<file path="src/sv/fdc_pkg.sv">
// types and codes shared by the frame deframer files, and the crc function of the core
package fdc_pkg;

   localparam logic KIND_DATA    = 1'b0;
   localparam logic KIND_SUMMARY = 1'b1;

   localparam logic [1:0] STATUS_OK        = 2'd0;
   localparam logic [1:0] STATUS_CRC_ERR   = 2'd1;
   localparam logic [1:0] STATUS_TOO_SHORT = 2'd2;
   localparam logic [1:0] STATUS_TOO_LONG  = 2'd3;

   localparam logic [15:0] CRC_INIT = 16'hFFFF;
   localparam logic [15:0] CRC_POLY = 16'h1021;

   localparam logic [8:0] POS_MAX = 9'd511;

   typedef struct packed {
      logic       kind;
      logic [7:0] payload_byte;
      logic [7:0] frame_topic;
      logic [7:0] declared_length;
      logic [1:0] status;
      logic       truncated;
      logic       last;
   } result_type;

   typedef struct packed {
      logic       first_valid;
      logic       second_valid;
      result_type first;
      result_type second;
   } push_type;

   function automatic logic [15:0] crc_feed(input logic [15:0] crc_in, input logic [7:0] b);
      logic [15:0] c;
      c = crc_in ^ {b, 8'h00};
      for (int k = 0; k < 8; k++) begin
         if (c[15]) begin
            c = {c[14:0], 1'b0} ^ CRC_POLY;
         end else begin
            c = {c[14:0], 1'b0};
         end
      end
      return c;
   endfunction

endpackage

</file>
<file path="src/sv/frame_deframer_crc16_check.sv">
// top level of the framed packet deframer with crc-16 check
//
// input channel req_: one frame byte per item, req_frame_end marks the
// final byte. result channel rsp_: data items (rsp_kind 0) carry the
// declared data bytes, a summary item (rsp_kind 1) closes every frame with
// topic, declared length, status and truncation. rsp_last marks the final
// result caused by one input byte.
// a byte is accepted in the cycle req_valid is high and req_stall is low;
// its results are written into a four-entry result queue at that edge and
// the first one is shown on rsp_ in the next cycle if the queue was empty.
// one byte per cycle while req_stall is low; a byte ending a frame with data
// yields two results, which leave the queue one per cycle unless rsp_stall.
// req_stall rises when fewer than two queue entries are free, so the
// queue never overflows while the receiver holds rsp_stall.
// data bytes leave two bytes behind the input, since the last two frame
// bytes are the crc and are never passed out.
// synchronous reset empties the queue and returns the frame state to the
// start of a frame with the crc at its initial value.
module frame_deframer_crc16_check
   import fdc_pkg::*;
(
   input  logic       clock,
   input  logic       reset,
   input  logic       req_valid,
   output logic       req_stall,
   input  logic [7:0] req_rx_byte,
   input  logic       req_frame_end,
   output logic       rsp_valid,
   input  logic       rsp_stall,
   output logic       rsp_kind,
   output logic [7:0] rsp_payload_byte,
   output logic [7:0] rsp_frame_topic,
   output logic [7:0] rsp_declared_length,
   output logic [1:0] rsp_status,
   output logic       rsp_truncated,
   output logic       rsp_last
);

   localparam int QDEPTH = 4;

   push_type   push;
   logic       take;
   logic       pop;
   result_type queue_ff [QDEPTH];
   result_type head;
   logic [1:0] rd_ptr_ff, rd_ptr_in;
   logic [1:0] wr_ptr_ff, wr_ptr_in;
   logic [2:0] count_ff, count_in;
   logic [1:0] n_push;

   assign req_stall = (count_ff > 3'd2);
   assign take      = req_valid && !req_stall;
   assign rsp_valid = (count_ff != 3'd0);
   assign pop       = rsp_valid && !rsp_stall;

   fdc_core u_core (
      .clock     (clock),
      .reset     (reset),
      .take      (take),
      .rx_byte   (req_rx_byte),
      .frame_end (req_frame_end),
      .push      (push)
   );

   always_comb begin
      n_push    = {1'b0, push.first_valid} + {1'b0, push.second_valid};
      wr_ptr_in = wr_ptr_ff + n_push;
      rd_ptr_in = pop ? rd_ptr_ff + 2'd1 : rd_ptr_ff;
      count_in  = count_ff + {1'b0, n_push} - {2'b00, pop};
      head      = queue_ff[rd_ptr_ff];
   end

   always_ff @(posedge clock) begin
      if (reset) begin
         rd_ptr_ff <= 2'd0;
         wr_ptr_ff <= 2'd0;
         count_ff  <= 3'd0;
      end else begin
         rd_ptr_ff <= rd_ptr_in;
         wr_ptr_ff <= wr_ptr_in;
         count_ff  <= count_in;
      end
   end

   always_ff @(posedge clock) begin
      if (push.first_valid) begin
         queue_ff[wr_ptr_ff] <= push.first;
      end
      if (push.second_valid) begin
         queue_ff[wr_ptr_ff + 2'd1] <= push.second;
      end
   end

   assign rsp_kind            = head.kind;
   assign rsp_payload_byte    = head.payload_byte;
   assign rsp_frame_topic     = head.frame_topic;
   assign rsp_declared_length = head.declared_length;
   assign rsp_status          = head.status;
   assign rsp_truncated       = head.truncated;
   assign rsp_last            = head.last;

endmodule

</file>
<file path="src/sv/fdc_core.sv">
// frame state, crc update and result generation for one byte
module fdc_core
   import fdc_pkg::*;
(
   input  logic       clock,
   input  logic       reset,
   input  logic       take,
   input  logic [7:0] rx_byte,
   input  logic       frame_end,
   output push_type   push
);

   logic [8:0]  pos_ff, pos_in;
   logic [7:0]  topic_ff, topic_in;
   logic [7:0]  length_ff, length_in;
   logic [15:0] crc_ff, crc_in;
   logic [15:0] window_ff, window_in;

   logic [7:0]  topic_cur;
   logic [7:0]  length_cur;
   logic [7:0]  leaving;
   logic [15:0] crc_cur;
   logic [15:0] window_cur;
   logic        data_hit;
   logic        too_long;
   logic        trunc;
   logic [1:0]  status;
   result_type  data_res;
   result_type  sum_res;

   always_comb begin
      topic_cur  = (pos_ff == 9'd0) ? rx_byte : topic_ff;
      length_cur = (pos_ff == 9'd0) ? 8'd0 : ((pos_ff == 9'd1) ? rx_byte : length_ff);
      leaving    = window_ff[15:8];
      crc_cur    = (pos_ff >= 9'd2) ? crc_feed(crc_ff, leaving) : crc_ff;
      window_cur = {window_ff[7:0], rx_byte};
      data_hit   = (pos_ff >= 9'd4) && ({1'b0, pos_ff} < ({2'b00, length_cur} + 10'd4));
      too_long   = (pos_ff >= 9'd255);
      trunc      = !too_long && (({2'b00, length_cur} + 10'd4) > ({1'b0, pos_ff} + 10'd1));
      if (too_long) begin
         status = STATUS_TOO_LONG;
      end else if (pos_ff < 9'd3) begin
         status = STATUS_TOO_SHORT;
      end else if (window_cur != crc_cur) begin
         status = STATUS_CRC_ERR;
      end else begin
         status = STATUS_OK;
      end

      data_res.kind            = KIND_DATA;
      data_res.payload_byte    = leaving;
      data_res.frame_topic     = topic_cur;
      data_res.declared_length = length_cur;
      data_res.status          = STATUS_OK;
      data_res.truncated       = 1'b0;
      data_res.last            = !frame_end;

      sum_res.kind            = KIND_SUMMARY;
      sum_res.payload_byte    = 8'd0;
      sum_res.frame_topic     = topic_cur;
      sum_res.declared_length = length_cur;
      sum_res.status          = status;
      sum_res.truncated       = trunc;
      sum_res.last            = 1'b1;

      push.first_valid  = take && (data_hit || frame_end);
      push.second_valid = take && data_hit && frame_end;
      push.first        = data_hit ? data_res : sum_res;
      push.second       = sum_res;

      pos_in    = pos_ff;
      topic_in  = topic_ff;
      length_in = length_ff;
      crc_in    = crc_ff;
      window_in = window_ff;
      if (take) begin
         if (frame_end) begin
            pos_in    = 9'd0;
            topic_in  = 8'd0;
            length_in = 8'd0;
            crc_in    = CRC_INIT;
            window_in = 16'd0;
         end else begin
            pos_in    = (pos_ff != POS_MAX) ? pos_ff + 9'd1 : pos_ff;
            topic_in  = topic_cur;
            length_in = length_cur;
            crc_in    = crc_cur;
            window_in = window_cur;
         end
      end
   end

   always_ff @(posedge clock) begin
      if (reset) begin
         pos_ff    <= 9'd0;
         topic_ff  <= 8'd0;
         length_ff <= 8'd0;
         crc_ff    <= CRC_INIT;
         window_ff <= 16'd0;
      end else begin
         pos_ff    <= pos_in;
         topic_ff  <= topic_in;
         length_ff <= length_in;
         crc_ff    <= crc_in;
         window_ff <= window_in;
      end
   end

endmodule

</file>
<file path="config.mk">
export PLATFORM = sky130hd
export DESIGN_NAME = frame_deframer_crc16_check
export DESIGN_NICKNAME = d
export VERILOG_FILES = /design/src/sv/fdc_pkg.sv /design/src/sv/frame_deframer_crc16_check.sv /design/src/sv/fdc_core.sv
export SDC_FILE = /design/constraint.sdc
export NUM_CORES = 1
export LEC_CHECK = 0
export BUFFER_PORTS_ARGS = -buffer_cell sky130_fd_sc_hd__buf_4
export CORE_MARGIN = 1
export CORE_UTILIZATION = 61
export DETAILED_ROUTE_END_ITERATION = 16
export PLACE_DENSITY = 0.79
export SYNTH_ARGS = -nofsm -noshare
export SYNTH_HDL_FRONTEND = slang
export SYNTH_SLANG_ARGS = --single-unit
</file>
<file path="constraint.sdc">
create_clock -name clock -period 7.66 [get_ports clock]
set_input_delay 1.149 -clock clock [delete_from_list [all_inputs] [get_ports clock]]
set_output_delay 1.149 -clock clock [all_outputs]
set_load 0.005 [all_outputs]
</file>
### Word level (Yosys, flattened, before mapping)

Memory sizes are Yosys's and may differ from the RTL's. A register that Yosys moved wholly into a read port is not among the register bits.
Cells that the tools add are included.

* $add $sub $neg: 9
* multipliers: 0
* divide/modulo/power cells: 0
* eq/ne operators: 3
* shift operators: 0
* bitwise operators: 9
* multiplexer cells: 28
* reductions and logical operators: 16
* order comparisons: 7

Operators by type and width (count)
* $mux W13: 8
* $mux W16: 3
* $mux W8: 5
* $mux W29: 1
* $not A3 Y3: 8
* $mux W9: 2
* $ne A16 B16 Y1: 1
* $xor A16 B16 Y16: 1
* $add A9 B1 Y10 const B: 1
* $gt A10 B10 Y1: 1
* $lt A9 B10 Y1: 1
* $add A8 B3 Y9 const B: 1
* $add A9 B1 Y9 const B: 1
* $eq A9 B1 Y1 const B: 1
* $ge A9 B2 Y1 const B: 1
* $ge A9 B3 Y1 const B: 1
* $ge A9 B8 Y1 const B: 1
* $logic_not A9 Y1: 1
* $lt A9 B2 Y1 const B: 1
* $ne A9 B9 Y1 const B: 1
* $mux W2: 4
* $logic_and A1 B1 Y1: 7
* $mux W1: 5
* $add A2 B1 Y2 const B: 2
* 10 further kinds: 13

* RAM bits: 116
* logic and storage cells: 81
* output and inout bits: 31
* memory bits (read-only): 0
* register bits: 64
* latch bits: 0
* memories: 1

Memory list
* queue_ff: depth 4, width 29, rd ports 1, clocked after Yosys merged registers in 1, wr ports 2, RTL line frame_deframer_crc16_check.sv:44 `result_type queue_ff [QDEPTH];`

### Logic depth before layout (Yosys ltp)

Gate-level depths: netlist of run 1.

* depth in word-level cells: 23
* mapped depth: 27

### Cells and area by module

A second synthesis of run 1 with hierarchy kept.

* cell total of the unflattened synthesis: 861
* area total of the unflattened synthesis: 10391.2 um2

By module, submodules not included
* frame_deframer_crc16_check: times used 1, cells an instance 337, sequential area each 3663.5 um2, area an instance 6055.8 um2
* fdc_core: times used 1, cells an instance 524, sequential area each 1141.1 um2, area an instance 4335.4 um2

### Worst setup path after synthesis of run 1

Ideal clock, no wire load.

* path type: register to register
* start: register u_core.pos_ff[5]
* end: memory queue_ff[1][10] (netlist name), enable pin
* arrival: 4712 ps
* period minus slack after synthesis: 5107 ps
* slack: 2553 ps
* buffers on the path: 3
* stages on the path, launching flop included: 23
* cell sequence: dfxtp_1 > buf_6 > nor4_4 > and2_2 > nand2_1 > mux2i_1 > or2_2 > clkbuf_1 > inv_1 > ha_1 > nand3_1 > xnor2_1 > inv_1 > ha_1 > a21oi_1 > nor2b_1 > or3_1 > nor2_1 > a21oi_1 > inv_1 > mux2i_1 > buf_2 > nor2_1

RTL lines
* from (decl): RTL line fdc_core.sv:13 `logic [8:0] pos_ff, pos_in;`
* from (signal assigned): RTL line fdc_core.sv:101 `pos_ff <= pos_in;`
* to (decl): RTL line frame_deframer_crc16_check.sv:44

==> run metrics, run 1 <==
CTS tree done; die width 124 um; top layer in use met4; pins over their slew limit 0; FILL cells 1,026; maximum clock frequency 179 MHz; Fin Setup TNS 0 ps; setup repair after global routing missed its margin no; max cap viols 0; largest net degree at the start of global routing 66; FF-to-FF setup slack 2070 ps; EDFF count, synth 76; Die ar. 15,500 um2; drt pass-1 iters 6; CP Capture Type flip-flop; total core area 14,600 um2; post-layout min period 5590 ps; met3 WL 1570 um; CP Launch Point u_core.pos_ff[5]; register area share after synthesis 48.2%; Post-synth top flop dfxtp_1; Final Cell Area 10,100 um2; Syn Std Cell Area 9150 um2; chip height 124 um; Rel. slew slack 32.0%; Final Cycle Share 73.0%; met2 WL 10,300 um; H-tree depth 4; synth unique cells 60; Syn Nets 885; Critical Path AT 5730 ps; GRT Overall Usage 29.5%; Synth area leader edfxtp_1; Rows 44; antenna-violating nets left 0; Yosys reg bits 182; DR vias 6,721; vias per cell 6.36; Max Clock Skew 9.52 ps; YS warnings 0; first-pass GRT wire length 35,300 um; pwr dens 241 nW/um2; Hold Path Origin queue_ff[3][28]; wl on met1 9550 um; placed inst area 9550 um2; static leakage 3.70 nW; antenna violations before repair 0; hpwl dp 15,100 um; Peak VDD IR 0.000200 V; CTS Buf Count 17; CP Class flip-flop to flip-flop; antenna cells 0; DR WL/cell 20.7 um; Resized Gates After CTS 0; clock latency on the worst-skew pair 440 ps; worst hold slack 460 ps; CTS max path bufs 2; area delta synth->final 10.7%; Hold WC Path Type flip-flop to flip-flop; Mapped Cells 841; Worst setup SP type flip-flop; 1st-iter DRT viols 753; ranking of synthesized cells by area edfxtp_1, dfxtp_1, mux4_2, nor2_1, ha_1; routability cong. 0.926; post-CTS setup buffers 0; CP Max Fanout 34; port buffer count 43; Worst EP required 7800 ps; Post-Route WL 21,900 um; Nets 904; number of global-route vias before repair 6,484; CTS root buf clkbuf_16; final setup vio count 0; hold buffer count at CTS 0; FF-to-FF Start u_core.pos_ff[5]; most frequent cell after synthesis dfxtp_1; status complete, no violations; Initial Utilization 62.7%; Clock transition at path regs 70 ps; most frequent cells after synthesis dfxtp_1, nor2_1, edfxtp_1; # IOs 44; asr flop ratio synth 0%; Final Power 0.00243 W; Hold Vio Cnt, Final 0; proportion of layout cells with a drive suffix above 1 15.9%; Avg Cell Area, Syn 10.9 um2; worst-margin pin slew 1020 ps; GRT overflow 0; DR DRC count 0; post-synth top area share 25.0%; Sink Count 182
## placed cells by master, fill, tap and decap left out, drive strengths merged, types with 30 or more instances in the layout
cell,Yosys,routed
dfxtp,106,106
nor2,102,102
edfxtp,76,76
buf,11,54
nand2,49,49
nor3,38,38
a21oi,36,36
inv,30,34
xnor2,34,34
ha,30,30
## critical path, cell delays in order, from the launching register on
cell,delay [ps]
dfxtp_1,410
nor4_4,360
and2_2,240
nand2_1,280
mux2i_1,200
or2_2,350
inv_1,190
ha_1,250
nand3_1,110
xnor2_1,240
inv_1,80
ha_1,180
a21oi_1,150
nor2b_1,70
or3_1,420
nor2_1,190
a21oi_1,140
inv_1,180
mux2i_2,90
buf_4,270
nor2b_1,580
buf_4,310
## per-stage QoR
| stage | worst slack [ps] | utilization, % | instances |
|---|---|---|---|
| floorplan | 2550 | - | 841 |
| global placement | 2370 | 65.5 | 1025 |
| detailed placement | 2170 | 65.5 | 1025 |
| CTS | 2140 | 69.4 | 1057 |
| global route | 1660 | 69.4 | 1057 |
| finish | 2070 | 69.4 | 1057 |
## report_power, final
part	internal [W]	leakage [nW]	switching, W
Clock	0.000458	0.285	0.000382
Sequential	0.00106	1.54	0.0000627
Combinational	0.000227	1.88	0.000247
Total	0.00174	3.70	0.000692
## worst paths after layout
path                     endpoint  cells past startpoint
setup / recovery  queue_ff[3][10]                     21
hold / removal    queue_ff[3][28]                      2
hold reg to reg   queue_ff[3][28]                      2
setup reg to reg  queue_ff[3][10]                     21
## cells by family after synthesis
logic type	share of synthesized area [%]
adder cells (fa/ha/maj)	4.32
AO/OA/AOI/OAI	11.1
flip-flops	48.2
XOR/XNOR	6.70
buffers and inverters	3.82
AND/OR/NAND/NOR	15.9
multiplexers	9.99
## final cells by class
type,count,area (um2),area share [%]
clock buffer,20,480,4.75
clock inverter,12,90.1,0.890
inverter,30,113,1.11
multi-input combinational,575,4400,43.4
sequential,182,4410,43.5
tap,184,230,2.27
timing repair buffer,54,405,4.01
## sequential cells by signal (all words and copies together), names as in the netlist, named ones only
register,count
u_core.topic_ff,8
u_core.pos_ff,9
wr_ptr_ff,2
rd_ptr_ff,2
u_core.length_ff,8
u_core.crc_ff,16
queue_ff,116
count_ff,3
u_core.window_ff,16
## layer usage
metal | track usage (%) | vias up
met2 | 45.8 | 296
met5 | 0 | -
met4 | 12.5 | 0
met1 | 41.2 | 3295
met3 | 4.51 | 40
li1 | - | 3090
No activity file was read; power rests on OpenSTA's default activity.
==> inputs of run 2 (changes only) <==
- CORE_UTILIZATION: 61 -> 56
- PLACE_DENSITY: 0.79 -> 0.77
- clock period: 7.66 -> 4.6 ns (I/O delays scaled with it)
==> run metrics, run 2 (synthesized netlist as in run 1, its figures left out) <==
status complete, no violations; Worst EP required 4900 ps (-2900 ps); Die ar. 16,800 um2 (+8.8%); Hold WC Path Type flip-flop to flip-flop; Biggest register queue_ff; Internal 0.00295 W (+69%); Clock transition at path regs 70 ps (about the same); 1st-iter DRT viols 594 (-21%); clock group share of total power 35.5% (+1.0 points); worst-margin pin slew 1100 ps (+87.8 ps); utilization after layout 66.9% (-2.5 points); antenna-violating nets left 0 (unchanged); max cap viols 0 (unchanged); GRT overflow 0 (unchanged); DR WL/cell 19.9 um (-3.9%); most used cell, CP ha_1; share of power burned in registers 44.9% (-1.1 points); CP Max Fanout 8 (-76%); clock latency on the worst-skew pair 440 ps (about the same); final setup vio count 0 (unchanged); CTS Buf Count 17 (unchanged); Fin Setup TNS 0 ps (unchanged); critical path cell sequence nor4_4 -> and2_4 -> nand2_8 -> mux2i_4 -> nor2_4 -> and3_4 -> and3_4 -> xnor2_2 -> ha_1 -> a21oi_1 -> nor2b_1 -> or3_4 -> nor2_4 -> a21oi_4 -> inv_2 -> ha_1 -> inv_1 -> ha_1 -> inv_1 -> ha_2 -> fa_2 -> nor2b_1; hpwl dp 15,100 um (-0.37%); port buffer count 43 (unchanged); number of global-route vias before repair 6,561 (+1.2%); GR peak layer met2; Final Cycle Share 96.6% (+24 points); CTS max path bufs 2 (unchanged); largest net degree at the start of global routing 66 (unchanged); Nets 947 (+4.8%); # IOs 44 (unchanged); Max Clock Skew 11.0 ps (+1.44 ps); FILL cells 1,235 (+20%); Rel. slew slack 26.1% (-5.9 points); vias per cell 6.04 (-5.0%); maximum clock frequency 225 MHz (+26%); Peak VDD IR 0.000281 V (+41%); GRT Overall Usage 28.1% (-1.4 points); drt pass-1 iters 7 (+1); area delta synth->final 16.5%; CTS tree done; Rows 46 (+4.5%); critical path's slowest cell or3_4; pwr dens 392 nW/um2 (+63%); commonest non-fill, non-tap cell in the layout dfxtp_1; pins over their slew limit 0 (unchanged); DR vias 6,837 (+1.7%); met2 Resource Use GR 44.6% (-1.1 points); leading cell types in the layout, fill and taps excluded dfxtp_1, nor2_1, buf_4; antenna violations before repair 0 (unchanged); static leakage 3.91 nW (+5.8%); Critical Path AT 4750 ps (-980 ps); routability cong. 0.922 (-0.49%); chip height 130 um (+4.3%); Worst setup SP type flip-flop; largest stage delay on the critical path 410 ps (-170 ps); switching share of total power 29.4% (+1.0 points); Hold Vio Cnt, Final 0 (unchanged); die width 130 um (+4.3%); Top Registers queue_ff (116), u_core.crc_ff (16), u_core.window_ff (16); post-layout min period 4450 ps (-1150 ps); first-pass GRT wire length 35,400 um (about the same); Sink Count 182 (unchanged); H-tree depth 4 (unchanged); Initial Utilization 57.4% (-5.3 points); CTS root buf clkbuf_16; DR DRC count 0 (unchanged); number of flip-flops in the largest register 116 (unchanged); Post-Route WL 22,600 um (+2.9%); proportion of layout cells with a drive suffix above 1 22.3% (+6.3 points); CP Capture Type flip-flop; total core area 15,900 um2 (+9.3%); CP Class flip-flop to flip-flop; met3 Use GR 4.18% (-0.33 points); met1 Use GR 39.1% (-2.1 points); Net Sw Power 0.00123 W (+78%); antenna cells 0 (unchanged); Logic pwr share 19.7% (+0.2 points)
run 2: cell types whose count changed in the layout (fill, tap and decap cells not counted), moves of 3 or more:
cell | before | now
buf_4 | 54 | 95
clkinv_2 | 3 | 0
inv_8 | 0 | 3
nor2_1 | 102 | 98
run 2: critical path: cells and delay by family, from the launching register on:
kind,cells,cell delay [ps]
flops,1,340
buf+inv,3,200
mux,1,220
simple gates,10,1940
xor+xnor,1,60
fa+ha+maj,5,1340
compound gates,2,220
run 2: repair_timing:
item / in CTS / in global routing
gates resized for setup: 3 / 21
endpoints found under the setup margin: 2 / 2
buffers inserted: 0 / 11
endpoints found under the hold margin: 0 / 0
hold buffers: 0 / 0
pin swaps: 0 / 11
run 2: area by class of cell:
class	instances	area, um2	area share [%]
multi-input combinational	575	4520	42.4
sequential	182	4410	41.4
timing repair buffer	97	744	6.98
clock buffer	17	425	3.99
tap	216	270	2.54
clock inverter	15	180	1.69
inverter	30	115	1.08
run 2: worst paths after layout:
path,startpoint,endpoint,slack (ps),depth (start not counted)
worst max-delay path,u_core.pos_ff[5],count_ff[1],150,22
worst min-delay path,queue_ff[3][28],queue_ff[3][28],470,2
worst max register to register,u_core.pos_ff[5],count_ff[1],150,22
worst min register to register,queue_ff[3][28],queue_ff[3][28],470,2
run 2: routing by layer:
layer	up-vias	wire [um]
met4	0	475
li1	3184	-
met3	45	1590
met5	-	0
met1	3303	9750
met2	305	10700
run 2: per-stage QoR:
step           cell area [um2]  hold slack [ps]  worst slack, ps  total power (W)  std cells
6_report                 10700              469              154          0.00418       1132
5_1_grt                  10700              482            -41.3          0.00435       1132
4_1_cts                  10500              459             10.4          0.00417       1121
3_5_place_dp              9860              451            -40.8          0.00271       1089
3_3_place_gp              9860              431              133          0.00270       1089
2_1_floorplan             9170              422             36.2          0.00240        841
run 2: power groups by stage:
stage / sequential, W / clock, W / combinational [W]
after floorplan: 0.00183 / 0 / 0.000572
after global placement: 0.00191 / 0 / 0.000785
after detailed placement: 0.00192 / 0 / 0.000794
after CTS: 0.00188 / 0.00149 / 0.000802
after global routing: 0.00190 / 0.00156 / 0.000892
final: 0.00188 / 0.00148 / 0.000822
